--- src/sv/wtf16d_pkg.sv ---
// ----------------------------------------------------------------------------
// wtf16d_pkg
// Shared constants, types and helpers of the WTF-16 surrogate decoder.
// ----------------------------------------------------------------------------
package wtf16d_pkg;

	localparam int UNIT_W  = 16;
	localparam int POINT_W = 21;
	localparam int HALF_W  = 10;

	localparam logic [UNIT_W-1:0]  HIGH_FIRST = 16'hD800;
	localparam logic [UNIT_W-1:0]  HIGH_LAST  = 16'hDBFF;
	localparam logic [UNIT_W-1:0]  LOW_FIRST  = 16'hDC00;
	localparam logic [UNIT_W-1:0]  LOW_LAST   = 16'hDFFF;
	localparam logic [POINT_W-1:0] SUPP_BASE  = 21'h10000;

	// One decoded item as it waits in the queue: one or two code points.
	typedef struct packed {
		logic               two;
		logic [POINT_W-1:0] cp_a;
		logic [POINT_W-1:0] cp_b;
	} wtf16d_op_t;

	function automatic logic is_high(input logic [UNIT_W-1:0] u);
		return (u >= HIGH_FIRST) && (u <= HIGH_LAST);
	endfunction

	function automatic logic is_low(input logic [UNIT_W-1:0] u);
		return (u >= LOW_FIRST) && (u <= LOW_LAST);
	endfunction

endpackage

--- src/sv/wtf16d_if.sv ---
// ----------------------------------------------------------------------------
// wtf16d_unit_if / wtf16d_point_if
// Valid/ready channels for code unit words and code point words.
// ----------------------------------------------------------------------------
interface wtf16d_unit_if;
	logic                           valid;
	logic                           ready;
	logic [wtf16d_pkg::UNIT_W-1:0]  code_unit;
	logic                           stream_end;

	modport source (output valid, output code_unit, output stream_end, input ready);
	modport sink   (input valid, input code_unit, input stream_end, output ready);
endinterface

interface wtf16d_point_if;
	logic                           valid;
	logic                           ready;
	logic [wtf16d_pkg::POINT_W-1:0] code_point;
	logic                           last_of_item;

	modport source (output valid, output code_point, output last_of_item, input ready);
	modport sink   (input valid, input code_point, input last_of_item, output ready);
endinterface

--- src/sv/wtf16d_front.sv ---
// ----------------------------------------------------------------------------
// wtf16d_front
// Accepts code units, tracks a held high surrogate and pushes decoded ops.
// ----------------------------------------------------------------------------
module wtf16d_front (
	input  logic                   clk,
	input  logic                   arst_n,
	wtf16d_unit_if.sink            din,
	output logic                   push_valid,
	output wtf16d_pkg::wtf16d_op_t push_op,
	input  logic                   push_ready
);
	import wtf16d_pkg::*;

	logic              pending_q;
	logic [HALF_W-1:0] held_q;
	logic              accept;
	logic              produce;
	logic              next_pending;
	logic [HALF_W-1:0] next_held;
	logic [POINT_W-1:0] held_point;
	logic [POINT_W-1:0] unit_point;
	logic [POINT_W-1:0] pair_point;

	// A word is taken whenever the queue has room.
	assign din.ready = push_ready;
	assign accept    = din.valid && push_ready;

	assign held_point = {{(POINT_W-UNIT_W){1'b0}}, HIGH_FIRST | {6'b0, held_q}};
	assign unit_point = {{(POINT_W-UNIT_W){1'b0}}, din.code_unit};
	assign pair_point = SUPP_BASE
		+ {{(POINT_W-2*HALF_W){1'b0}}, held_q, din.code_unit[HALF_W-1:0]};

	// Classify the word against the held state.
	always_comb begin
		produce      = 1'b0;
		next_pending = pending_q;
		next_held    = held_q;
		push_op.two  = 1'b0;
		push_op.cp_a = unit_point;
		push_op.cp_b = unit_point;
		if (din.stream_end) begin
			produce      = pending_q;
			push_op.cp_a = held_point;
			next_pending = 1'b0;
			next_held    = '0;
		end else if (pending_q && is_low(din.code_unit)) begin
			produce      = 1'b1;
			push_op.cp_a = pair_point;
			next_pending = 1'b0;
			next_held    = '0;
		end else if (is_high(din.code_unit)) begin
			produce      = pending_q;
			push_op.cp_a = held_point;
			next_pending = 1'b1;
			next_held    = din.code_unit[HALF_W-1:0];
		end else begin
			produce      = 1'b1;
			push_op.two  = pending_q;
			push_op.cp_a = pending_q ? held_point : unit_point;
			next_pending = 1'b0;
			next_held    = '0;
		end
	end

	assign push_valid = accept && produce;

	// Held surrogate state.
	always_ff @(posedge clk or negedge arst_n) begin
		if (!arst_n) begin
			pending_q <= 1'b0;
			held_q    <= '0;
		end else if (accept) begin
			pending_q <= next_pending;
			held_q    <= next_held;
		end
	end

endmodule

--- src/sv/wtf16d_queue.sv ---
// ----------------------------------------------------------------------------
// wtf16d_queue
// Two-entry queue of decoded ops between the front and the back.
// ----------------------------------------------------------------------------
module wtf16d_queue (
	input  logic                   clk,
	input  logic                   arst_n,
	input  logic                   push_valid,
	input  wtf16d_pkg::wtf16d_op_t push_op,
	output logic                   push_ready,
	output logic                   pop_valid,
	output wtf16d_pkg::wtf16d_op_t pop_op,
	input  logic                   pop_ready
);
	import wtf16d_pkg::*;

	wtf16d_op_t mem_q [2];
	logic       wr_ptr_q;
	logic       rd_ptr_q;
	logic [1:0] count_q;
	logic       do_push;
	logic       do_pop;

	assign push_ready = (count_q != 2'd2);
	assign pop_valid  = (count_q != 2'd0);
	assign pop_op     = mem_q[rd_ptr_q];
	assign do_push    = push_valid && push_ready;
	assign do_pop     = pop_valid && pop_ready;

	// Entry storage.
	always_ff @(posedge clk) begin
		if (do_push) begin
			mem_q[wr_ptr_q] <= push_op;
		end
	end

	// Pointers and fill count.
	always_ff @(posedge clk or negedge arst_n) begin
		if (!arst_n) begin
			wr_ptr_q <= 1'b0;
			rd_ptr_q <= 1'b0;
			count_q  <= 2'd0;
		end else begin
			if (do_push) wr_ptr_q <= ~wr_ptr_q;
			if (do_pop)  rd_ptr_q <= ~rd_ptr_q;
			count_q <= count_q + {1'b0, do_push} - {1'b0, do_pop};
		end
	end

	a_count_range: assert property (@(posedge clk) disable iff (!arst_n)
		count_q != 2'd3)
		else $error("queue count out of range");

	a_ptr_count: assert property (@(posedge clk) disable iff (!arst_n)
		(count_q == 2'd1) |-> (wr_ptr_q != rd_ptr_q))
		else $error("queue pointers disagree with count");

endmodule

--- src/sv/wtf16d_back.sv ---
// ----------------------------------------------------------------------------
// wtf16d_back
// Takes ops from the queue and emits their code points through an output
// register, one word per cycle while dout.ready is high.
// ----------------------------------------------------------------------------
module wtf16d_back (
	input  logic                   clk,
	input  logic                   arst_n,
	input  logic                   pop_valid,
	input  wtf16d_pkg::wtf16d_op_t pop_op,
	output logic                   pop_ready,
	wtf16d_point_if.source         dout
);
	import wtf16d_pkg::*;

	logic               out_valid_q;
	logic [POINT_W-1:0] cp_q;
	logic               last_q;
	logic               second_q;
	logic               load;

	// The output register may be refilled when empty or being taken.
	assign load      = !out_valid_q || dout.ready;
	assign pop_ready = load && (!pop_op.two || second_q);

	assign dout.valid        = out_valid_q;
	assign dout.code_point   = cp_q;
	assign dout.last_of_item = last_q;

	// Output register and control.
	always_ff @(posedge clk or negedge arst_n) begin
		if (!arst_n) begin
			out_valid_q <= 1'b0;
			second_q    <= 1'b0;
		end else if (load) begin
			out_valid_q <= pop_valid;
			if (pop_valid && pop_op.two) begin
				second_q <= ~second_q;
			end
		end
	end

	// Output payload.
	always_ff @(posedge clk) begin
		if (load && pop_valid) begin
			cp_q   <= second_q ? pop_op.cp_b : pop_op.cp_a;
			last_q <= !pop_op.two || second_q;
		end
	end

	a_second_head: assert property (@(posedge clk) disable iff (!arst_n)
		second_q |-> (pop_valid && pop_op.two))
		else $error("second result pending without a two-result op at the head");

	a_pair_follows: assert property (@(posedge clk) disable iff (!arst_n)
		(out_valid_q && !last_q && dout.ready) |=> (out_valid_q && last_q))
		else $error("second result of an item did not follow the first");

	a_pop_complete: assert property (@(posedge clk) disable iff (!arst_n)
		(pop_valid && pop_ready && pop_op.two) |-> second_q)
		else $error("two-result op popped before its first result");

endmodule

--- src/sv/wtf16_surrogate_decoder.sv ---
// ----------------------------------------------------------------------------
// wtf16_surrogate_decoder
// WTF-16 code unit to code point decoder.
// ----------------------------------------------------------------------------
// Usage:
//   din carries one 16-bit code unit word per handshake, or an end-of-stream
//   word (stream_end set, code_unit ignored). dout carries code point words;
//   last_of_item marks the final word caused by one input word.
//   A high surrogate is held until the next word: a following low surrogate
//   forms a pair, anything else releases it alone. End of stream flushes it.
//   A result is offered on dout once the front has written its queue entry
//   at the edge that takes the input word and the back has then loaded that
//   entry into the output register, which waits while dout is stalled.
//   din takes one input word per cycle while the queue has room; a word
//   that yields two code points holds the output register for both of its
//   words, so sustained input then slows once the two-entry queue fills.
//   Reset clears the held surrogate, the queue and the output register.
//   When the receiver stalls, the output word holds, the queue fills and
//   din.ready falls after two further ops have been queued.
// ----------------------------------------------------------------------------
module wtf16_surrogate_decoder (
	input  logic            clk,
	input  logic            arst_n,
	wtf16d_unit_if.sink     din,
	wtf16d_point_if.source  dout
);
	import wtf16d_pkg::*;

	logic       push_valid;
	logic       push_ready;
	wtf16d_op_t push_op;
	logic       pop_valid;
	logic       pop_ready;
	wtf16d_op_t pop_op;

	wtf16d_front u_front (
		.clk        (clk),
		.arst_n     (arst_n),
		.din        (din),
		.push_valid (push_valid),
		.push_op    (push_op),
		.push_ready (push_ready)
	);

	wtf16d_queue u_queue (
		.clk        (clk),
		.arst_n     (arst_n),
		.push_valid (push_valid),
		.push_op    (push_op),
		.push_ready (push_ready),
		.pop_valid  (pop_valid),
		.pop_op     (pop_op),
		.pop_ready  (pop_ready)
	);

	wtf16d_back u_back (
		.clk       (clk),
		.arst_n    (arst_n),
		.pop_valid (pop_valid),
		.pop_op    (pop_op),
		.pop_ready (pop_ready),
		.dout      (dout)
	);

endmodule
--- src/flat_wrapper.sv ---
// flat-port wrapper written by rule: the top's interface ports become plain ports
module wtf16_surrogate_decoder_flat import wtf16d_pkg::*;
  (clk, arst_n, din_valid, din_code_unit, din_stream_end, din_ready, dout_valid, dout_code_point, dout_last_of_item, dout_ready);
  wtf16d_unit_if din_i ();
  wtf16d_point_if dout_i ();
  input  logic clk;
  input  logic arst_n;
  input wire logic [$bits(din_i.valid)-1:0] din_valid;
  input wire logic [$bits(din_i.code_unit)-1:0] din_code_unit;
  input wire logic [$bits(din_i.stream_end)-1:0] din_stream_end;
  output wire logic [$bits(din_i.ready)-1:0] din_ready;
  output wire logic [$bits(dout_i.valid)-1:0] dout_valid;
  output wire logic [$bits(dout_i.code_point)-1:0] dout_code_point;
  output wire logic [$bits(dout_i.last_of_item)-1:0] dout_last_of_item;
  input wire logic [$bits(dout_i.ready)-1:0] dout_ready;
  assign din_i.valid = din_valid;
  assign din_i.code_unit = din_code_unit;
  assign din_i.stream_end = din_stream_end;
  assign din_ready = din_i.ready;
  assign dout_valid = dout_i.valid;
  assign dout_code_point = dout_i.code_point;
  assign dout_last_of_item = dout_i.last_of_item;
  assign dout_i.ready = dout_ready;
  wtf16_surrogate_decoder u_core (.clk(clk), .arst_n(arst_n), .din(din_i), .dout(dout_i));
endmodule
--- config.mk ---
export PLATFORM = sky130hd
export DESIGN_NAME = wtf16_surrogate_decoder_flat
export DESIGN_NICKNAME = d
export VERILOG_FILES = /design/src/sv/wtf16d_pkg.sv /design/src/sv/wtf16d_if.sv /design/src/sv/wtf16d_front.sv /design/src/sv/wtf16d_queue.sv /design/src/sv/wtf16d_back.sv /design/src/sv/wtf16_surrogate_decoder.sv /design/src/flat_wrapper.sv
export SDC_FILE = /design/constraint.sdc
export NUM_CORES = 1
export LEC_CHECK = 0
export BUFFER_PORTS_ARGS = -buffer_cell sky130_fd_sc_hd__buf_4
export CAP_MARGIN = 10
export CORE_MARGIN = 1.5
export CORE_UTILIZATION = 30
export DETAILED_ROUTE_END_ITERATION = 10
export GPL_ROUTABILITY_DRIVEN = 0
export PLACE_DENSITY = 0.58
export SLEW_MARGIN = 20
export SYNTH_ARGS = -nofsm -noshare
export SYNTH_HDL_FRONTEND = slang
export SYNTH_SLANG_ARGS = --single-unit
--- constraint.sdc ---
create_clock -name clk -period 5.5 [get_ports clk]
set_clock_uncertainty 0.2 [all_clocks]
set_input_delay 1.1 -clock clk [delete_from_list [all_inputs] [get_ports clk]]
set_output_delay 1.1 -clock clk [all_outputs]
set_load 0.01 [all_outputs]
==> reports/results.ini, run 1 <==
[setup_path]
cp.arrival_ps = 2770
cp.buffers_inverters = 1
critPathMaxFanout = 23
crit_required_ps = 5620
cp_num_cells = 7
crit_path_start_kind = flip-flop
setup.worst_path.class = flip-flop to flip-flop
cp_slowest_stage_delay_ps = 1040
cpMaxStageDelayCell = dfrtp_1
worstPathCellList = or2_2, nor2b_1, ha_1, inv_1, ha_1, xnor2_1, xnor2_1
r2r_start = u_core.u_back.second_q
ff2ff_path_depth = 7
crit_path_end_kind = flip-flop
crit_family = flip-flops
crit_start = u_core.u_back.second_q

[grt]
grt_max_degree = 39
gr-usage-all-layers_pct = 12.0
overflow = 0
grt_pass1_wl_um = 14100
grt_pass1_vias = 2517
antenna_found_initial = 0

[clock_network]
cts.sinks = 115
path_clk_slew_ps = 50
cts_resized = 0
worst_skew_pair.late_latency_ps = 400
cts-buffers-inserted = 17
clockBufferDepth = 2
holdBufCountCts = 0
cts-root-buf = clkbuf_16
cts_setup_buffers = 0
cts_tree = yes
htree_levels = 4

[yosys]
netlist-cell-type-count = 37
synth_warnings = 0
synth_seq_area_share_pct = 74.1
yosys_most_used_dff = edfxtp_1
synth_xor_area_share_pct = 1.35
synthArstFlopShare_pct = 14.8
syn-num-nets = 266
synth_edf_count = 98
synth_top_family_by_area = multiplexers
synth_area_leaders = edfxtp_1 (65%), dfrtp_1 (9.4%), mux4_2 (7.9%)
yosys.area_share.adder_pct = 0.825
netlist_area_um2 = 4550
syn_area_per_cell_um2 = 18.8
synth-simple-area-share_pct = 5.94
synth_top_area_share_pct = 64.7
ys_ff_latch = 115
yosysTopAreaCell = edfxtp_1
muxShareOfSynthArea_pct = 12.9
syn_inst = 242
synth-compound-area-share_pct = 3.44

[pwr]
p_per_area_nw_per_um2 = 549
finalPower_mw = 3.13
ir_worst_vdd_uv = 301
p_leak_nw = 2.08

[place]
dp.final_hpwl_um = 5470
portBuffers = 44

[sta]
finalCritPeriodShare_pct = 48.2
finalHoldViolCount = 0
finalSetupTns_ps = 0
tightest_slew_ps = 1060
layout_min_cycle_time_ps = 2650
hold_ws_ps = 305
finalSetupViolations = 0
rsz0062_at_grt = false
fmax_ghz = 0.377
max-slew-margin-rel_pct = 29.3
drv_slew = 0

[worst_hold_path]
hp-class = flip-flop to flip-flop
worstHoldPathCells = 2
hp-start = u_core.u_back.dout.valid

[drt]
via_per_inst = 4.67
routed_wl_um = 8660
drc = 0
avgRoutedWirePerCell_um = 17.5
dr.pass1.iters = 9
vias = 2312
initialDrtViolationCount = 185
antenna_left = 0

[finish]
multi_input_area_um2 = 1130
layout_common_cells = edfxtp_1 (98), buf_4 (45), nor2_1 (17), clkbuf_16 (17), dfrtp_1 (17)
fin_nets = 323
final.fill_count = 1353
antenna_cells = 0
final_layout_size_suffix_gt1_share_pct = 35.7
layout_commonest_cell = edfxtp_1
seq_area_um2 = 3370
area_growth_pct = 25.3

[floorplanning]
dieArea_um2 = 15900
io_pins = 45
coreArea_um2 = 14600
num_rows = 44
start_util_pct = 31.1
die_w_um = 126
die_h_um = 126

[job]
cap_viol_max_count = 0

[status]
outcome = complete, no violations

[metal layers]
metal,up-vias,share of wire [%],global-route usage [%]
li1,1063,-,-
met1,1172,43,14.4
met2,67,51,20.3
met3,10,5.4,4.25
met4,0,1.2,4.06
met5,-,0,0
[power by group]
| part | switching [mW] | total [mW] | leakage (nW) | internal (mW) |
|---|---|---|---|---|
| logic | 0.361 | 0.719 | 0.673 | 0.359 |
| registers | 0.111 | 1.35 | 1.13 | 1.24 |
| clock network | 0.358 | 1.05 | 0.278 | 0.697 |
[Yosys cell counts, drive strengths merged, types with 3 or more instances]
library cell  number
nor2              20
a22o              10
nand3              3
buf                7
edfxtp            98
xor2               3
a21oi              6
nand2              5
mux2i              6
mux2              11
ha                 3
dfrtp             17
nor3               6
inv                5
xnor2              4
mux4              16
nand4              3
[metrics by stage]
stage / cell area (um^2) / setup WS (ps) / instances / util, %
2_1_floorplan: 4550 / 1830 / 242 / -
3_3_place_gp: 5080 / 2320 / 462 / 34.7
3_5_place_dp: 5080 / 2260 / 462 / 34.7
4_1_cts: 5650 / 2690 / 493 / 38.6
5_1_grt: 5700 / 2690 / 495 / 38.9
6_report: 5700 / 2850 / 495 / 38.9
[path summary, 6_finish.rpt]
check / slack [ps] / to
worst max-delay path: 2850 / u_core.u_queue.count_q[1]
worst min-delay path: 300 / u_core.u_back.dout.valid
worst max register to register: 2850 / u_core.u_queue.count_q[1]
worst min register to register: 300 / u_core.u_back.dout.valid
max in group asynchronous: 4490 / u_core.u_front.held_q[9]
min in group asynchronous: 380 / u_core.u_back.dout.valid
[area by class of cell]
class	count	area share, %
clock buffer	17	7.46
timing repair buffer	47	6.76
inverter	5	0.329
multi-input combinational	113	19.8
sequential	115	59.1
clock inverter	14	2.55
tap	184	4.04
[flip-flops by register name (all words and copies together) (netlist names)]
name / cells
u_core.u_queue.wr_ptr_q: 1
u_core.u_queue.rd_ptr_q: 1
u_core.u_back.dout.last_of_item: 1
u_core.u_back.dout.code_point: 21
u_core.u_queue.mem_q: 76
u_core.u_queue.count_q: 2
u_core.u_back.dout.valid: 1
u_core.u_front.held_q: 10
u_core.u_back.second_q: 1
u_core.u_front.pending_q: 1
[worst min-delay path, delay by kind of cell (launching register included)]
kind,cells,cell delay [ps]
flops,1,340
simple gates,2,130
[kinds of logic after synthesis]
| family | count (synthesis) |
|---|---|
| flops | 115 |
| simple gates | 49 |
| mux | 33 |
| compound gates | 21 |
| buf+inv | 14 |
| xor+xnor | 7 |
| fa+ha+maj | 3 |
(Power assumes the default switching activity.)
==> run 2: changes to the inputs <==
--- a/config.mk
+++ b/config.mk
@@ -5,13 +5,14 @@
 export SDC_FILE = /design/constraint.sdc
 export NUM_CORES = 1
 export LEC_CHECK = 0
+export ABC_AREA = 1
 export BUFFER_PORTS_ARGS = -buffer_cell sky130_fd_sc_hd__buf_4
 export CAP_MARGIN = 10
 export CORE_MARGIN = 1.5
 export CORE_UTILIZATION = 30
 export DETAILED_ROUTE_END_ITERATION = 10
 export GPL_ROUTABILITY_DRIVEN = 0
-export PLACE_DENSITY = 0.58
+export PLACE_DENSITY = 0.6
 export SLEW_MARGIN = 20
 export SYNTH_ARGS = -nofsm -noshare
 export SYNTH_HDL_FRONTEND = slang
==> constraint.sdc (replaced) <==
create_clock -name clk -period 2.2 [get_ports clk]
set_clock_uncertainty 0.2 [all_clocks]
set_input_delay 0.44 -clock clk [delete_from_list [all_inputs] [get_ports clk]]
set_output_delay 0.44 -clock clk [all_outputs]
set_load 0.01 [all_outputs]
==> reports/results.ini, run 2 <==
[grt]
gr-usage-all-layers_pct = 12.9  ; +0.92 points
grt_pass1_vias = 3097  ; +23%
antenna_found_initial = 0  ; unchanged
overflow = 0  ; unchanged
grt_pass1_wl_um = 15500  ; +9.5%
grt_max_degree = 39  ; unchanged

[yosys]
yosys_most_used_dff = edfxtp_1
synth_warnings = 0  ; unchanged
syn-num-nets = 397  ; +49%
ys_ff_latch = 115  ; unchanged
netlist-cell-type-count = 23  ; -38%
synth_seq_area_share_pct = 73.5  ; -0.55 points
synth_top_area_share_pct = 64.2  ; -0.48 points
netlist_area_um2 = 4580  ; +0.74%
synthArstFlopShare_pct = 14.8  ; unchanged
syn_inst = 373  ; +54%
synth_area_leaders = edfxtp_1 (64%), dfrtp_1 (9.3%), o21ai_0 (4.9%)
yosys-top-cells-count = edfxtp_1 (98), nand2_1 (55), nor2_1 (54)
synth_most_common_cell = edfxtp_1
yosysTopAreaCell = edfxtp_1
syn_area_per_cell_um2 = 12.3  ; -35%
synth_edf_count = 98  ; unchanged

[setup_path]
cp_common_cell = nand2_1
r2r_start = u_core.u_queue.count_q[1]
crit_path_start_kind = flip-flop
critPathMaxFanout = 6  ; -74%
cpMaxStageDelayCell = dfrtp_1
reg2reg_to = u_core.u_queue.count_q[1]
worstPathCellList = nand2_1, nand2_1, inv_1, nand2_1, ha_1, inv_1, ha_1, xnor2_1
reg2reg_slack_ps = 380  ; -2460 ps
crit_required_ps = 2290  ; -3330 ps
setup.worst_path.class = flip-flop to flip-flop
ff2ff_path_depth = 8  ; +1
cp_slowest_stage_delay_ps = 400  ; -640 ps
cp.arrival_ps = 1910  ; -860 ps
crit_path_end_kind = flip-flop

[pwr]
p_per_area_nw_per_um2 = 1350  ; +150%
p_sw_mw = 2.30  ; +180%
swShare_pct = 28.9  ; +2.4 points
ir_worst_vdd_uv = 835  ; +180%
comb_power_share_pct = 24.9  ; +1.9 points
p_leak_nw = 2.27  ; +9.0%
p_int_mw = 5.64  ; +150%
power_frac_seq_pct = 39.5  ; -3.8 points
clkPwrFrac_pct = 35.5  ; +1.8 points

[floorplanning]
num_rows = 44  ; unchanged
die_h_um = 127  ; +0.36%
coreArea_um2 = 14700  ; +0.38%
io_pins = 45  ; unchanged
dieArea_um2 = 16000  ; +0.73%
start_util_pct = 31.2  ; +0.11 points
die_w_um = 127  ; +0.36%

[sta]
finalHoldViolCount = 0  ; unchanged
rsz0062_at_grt = false
max-slew-margin-rel_pct = 72.4  ; +43 points
fin_ws_ps = 382  ; -2460 ps
finalSetupViolations = 0  ; unchanged
layout_min_cycle_time_ps = 1820  ; -835 ps
finalCritPeriodShare_pct = 82.6  ; +34 points
drv_slew = 0  ; unchanged
tightest_slew_ps = 414  ; -646 ps
fmax_ghz = 0.550  ; +46%

[worst_hold_path]
hp-start = dout_ready
worst_hold_path.endpoint = u_core.u_back.dout.valid
hp-class = primary input to flip-flop
worstHoldPathCells = 2  ; unchanged

[drt]
drc = 0  ; unchanged
dr.pass1.iters = 4  ; -5
antenna_left = 0  ; unchanged
routed_wl_um = 9490  ; +9.6%
via_per_inst = 4.67  ; about the same
avgRoutedWirePerCell_um = 14.9  ; -15%
initialDrtViolationCount = 232  ; +25%
vias = 2971  ; +29%

[finish]
layout_common_cells = edfxtp_1 (98), buf_4 (59), nand2_1 (55), nor2_1 (52), o21ai_0 (45)
largest_reg_flops = 76  ; unchanged
antenna_cells = 0  ; unchanged
seq_area_um2 = 3370  ; unchanged
area_growth_pct = 28.2
layout_commonest_cell = edfxtp_1
largest-register = u_core.u_queue.mem_q
final_layout_size_suffix_gt1_share_pct = 22.8  ; -13 points
final.fill_count = 1358  ; +0.37%
post-route-util_pct = 39.9  ; +1.0 points
multi_input_area_um2 = 1020  ; -9.0%
fin_nets = 463  ; +43%
final_cells = 636  ; +28%

[place]
dp_cells = 603  ; +31%
portBuffers = 44  ; unchanged
dp.final_hpwl_um = 6170  ; +13%
post-place-ws_ps = 3.88  ; -2250 ps

[clock_network]
cts-root-buf = clkbuf_16
cts_tree = yes
cts.sinks = 115  ; unchanged
clockBufferDepth = 2  ; unchanged
cts-buffers-inserted = 17  ; unchanged
path_clk_slew_ps = 60  ; about the same
htree_levels = 4  ; unchanged
cts_resized = 0  ; unchanged
worst_skew_pair.late_latency_ps = 410  ; about the same

[job]
cap_viol_max_count = 0  ; unchanged

[status]
outcome = complete, no violations

[run 2: critical path: cells and delay by family, from the launching register on]
| kind | cells | cell delay (ps) |
|---|---|---|
| flip-flops | 1 | 400 |
| XOR/XNOR | 1 | 120 |
| AND/OR/NAND/NOR | 3 | 310 |
| buffers and inverters | 2 | 190 |
| adder cells (fa/ha/maj) | 2 | 470 |
[run 2: power groups by stage]
stage                     logic (mW)  clock network (mW)  registers [mW]
final                           1.98                2.82            3.14
after global routing            2.21                2.97            3.19
after global placement          1.96                   0            3.18
after CTS                       2.03                2.87            3.15
after detailed placement        2.01                   0            3.19
after floorplan                0.995                   0            3.29
[run 2: final cells by class]
| class | instances | share of cell area (%) |
|---|---|---|
| multi-input cells | 211 | 17.5 |
| flip-flops and latches | 115 | 57.4 |
| inverters | 31 | 2.05 |
| clock buffers | 17 | 7.24 |
| clock inverters | 15 | 3.24 |
| well taps | 184 | 3.92 |
| repair buffers | 63 | 8.74 |
[run 2: repair_timing]
action,CTS,global route
endpoints found under the hold margin,17,0
hold buffers,1,0
setup buffers,0,0
[run 2: per-stage QoR]
step,total power [mW],hold slack [ps],cell area (um^2),TNS [ps]
detailed placement,5.20,126,5250,0
global placement,5.15,120,5250,0
floorplan,4.29,-55.6,4600,-370
finish,7.94,39.6,5870,0
CTS,8.05,16.6,5870,0
global route,8.36,27.8,5870,0
[run 2: how the worst max path moves through the flow]
stage	slack, ps	from	endpoint
after detailed placement	4	din_code_unit[14]	u_core.u_queue.count_q[1]
after global placement	40	din_code_unit[14]	u_core.u_queue.count_q[1]
final	380	u_core.u_queue.count_q[1]	u_core.u_queue.count_q[1]
after floorplan	-8	din_code_unit[14]	u_core.u_queue.mem_q[0][0]
after CTS	380	u_core.u_queue.count_q[1]	u_core.u_queue.count_q[1]
after global routing	220	u_core.u_queue.count_q[1]	u_core.u_queue.count_q[1]
[run 2: logic make-up (layout without fill, tap and decap cells)]
kind of cell / Yosys count / count (layout) / share of synthesized area (%)
and+or+nand+nor: 134 / 134 / 12.2
adders and majority gates: 3 / 3 / 0.819
buffers and inverters: 47 / 126 / 4.34
AOI/OAI and AO/OA: 69 / 69 / 8.19
DFF: 115 / 115 / 73.5
xor gates and xnor gates: 5 / 5 / 0.956
[run 2: metal layers]
metal | vias up | global-route usage, % | share of wire [%]
li1 | 1438 | - | -
met1 | 1453 | 14.8 | 42
met2 | 71 | 21.9 | 51
met3 | 9 | 4.77 | 6.0
met4 | 0 | 5.41 | 0.76
met5 | - | 0 | 0
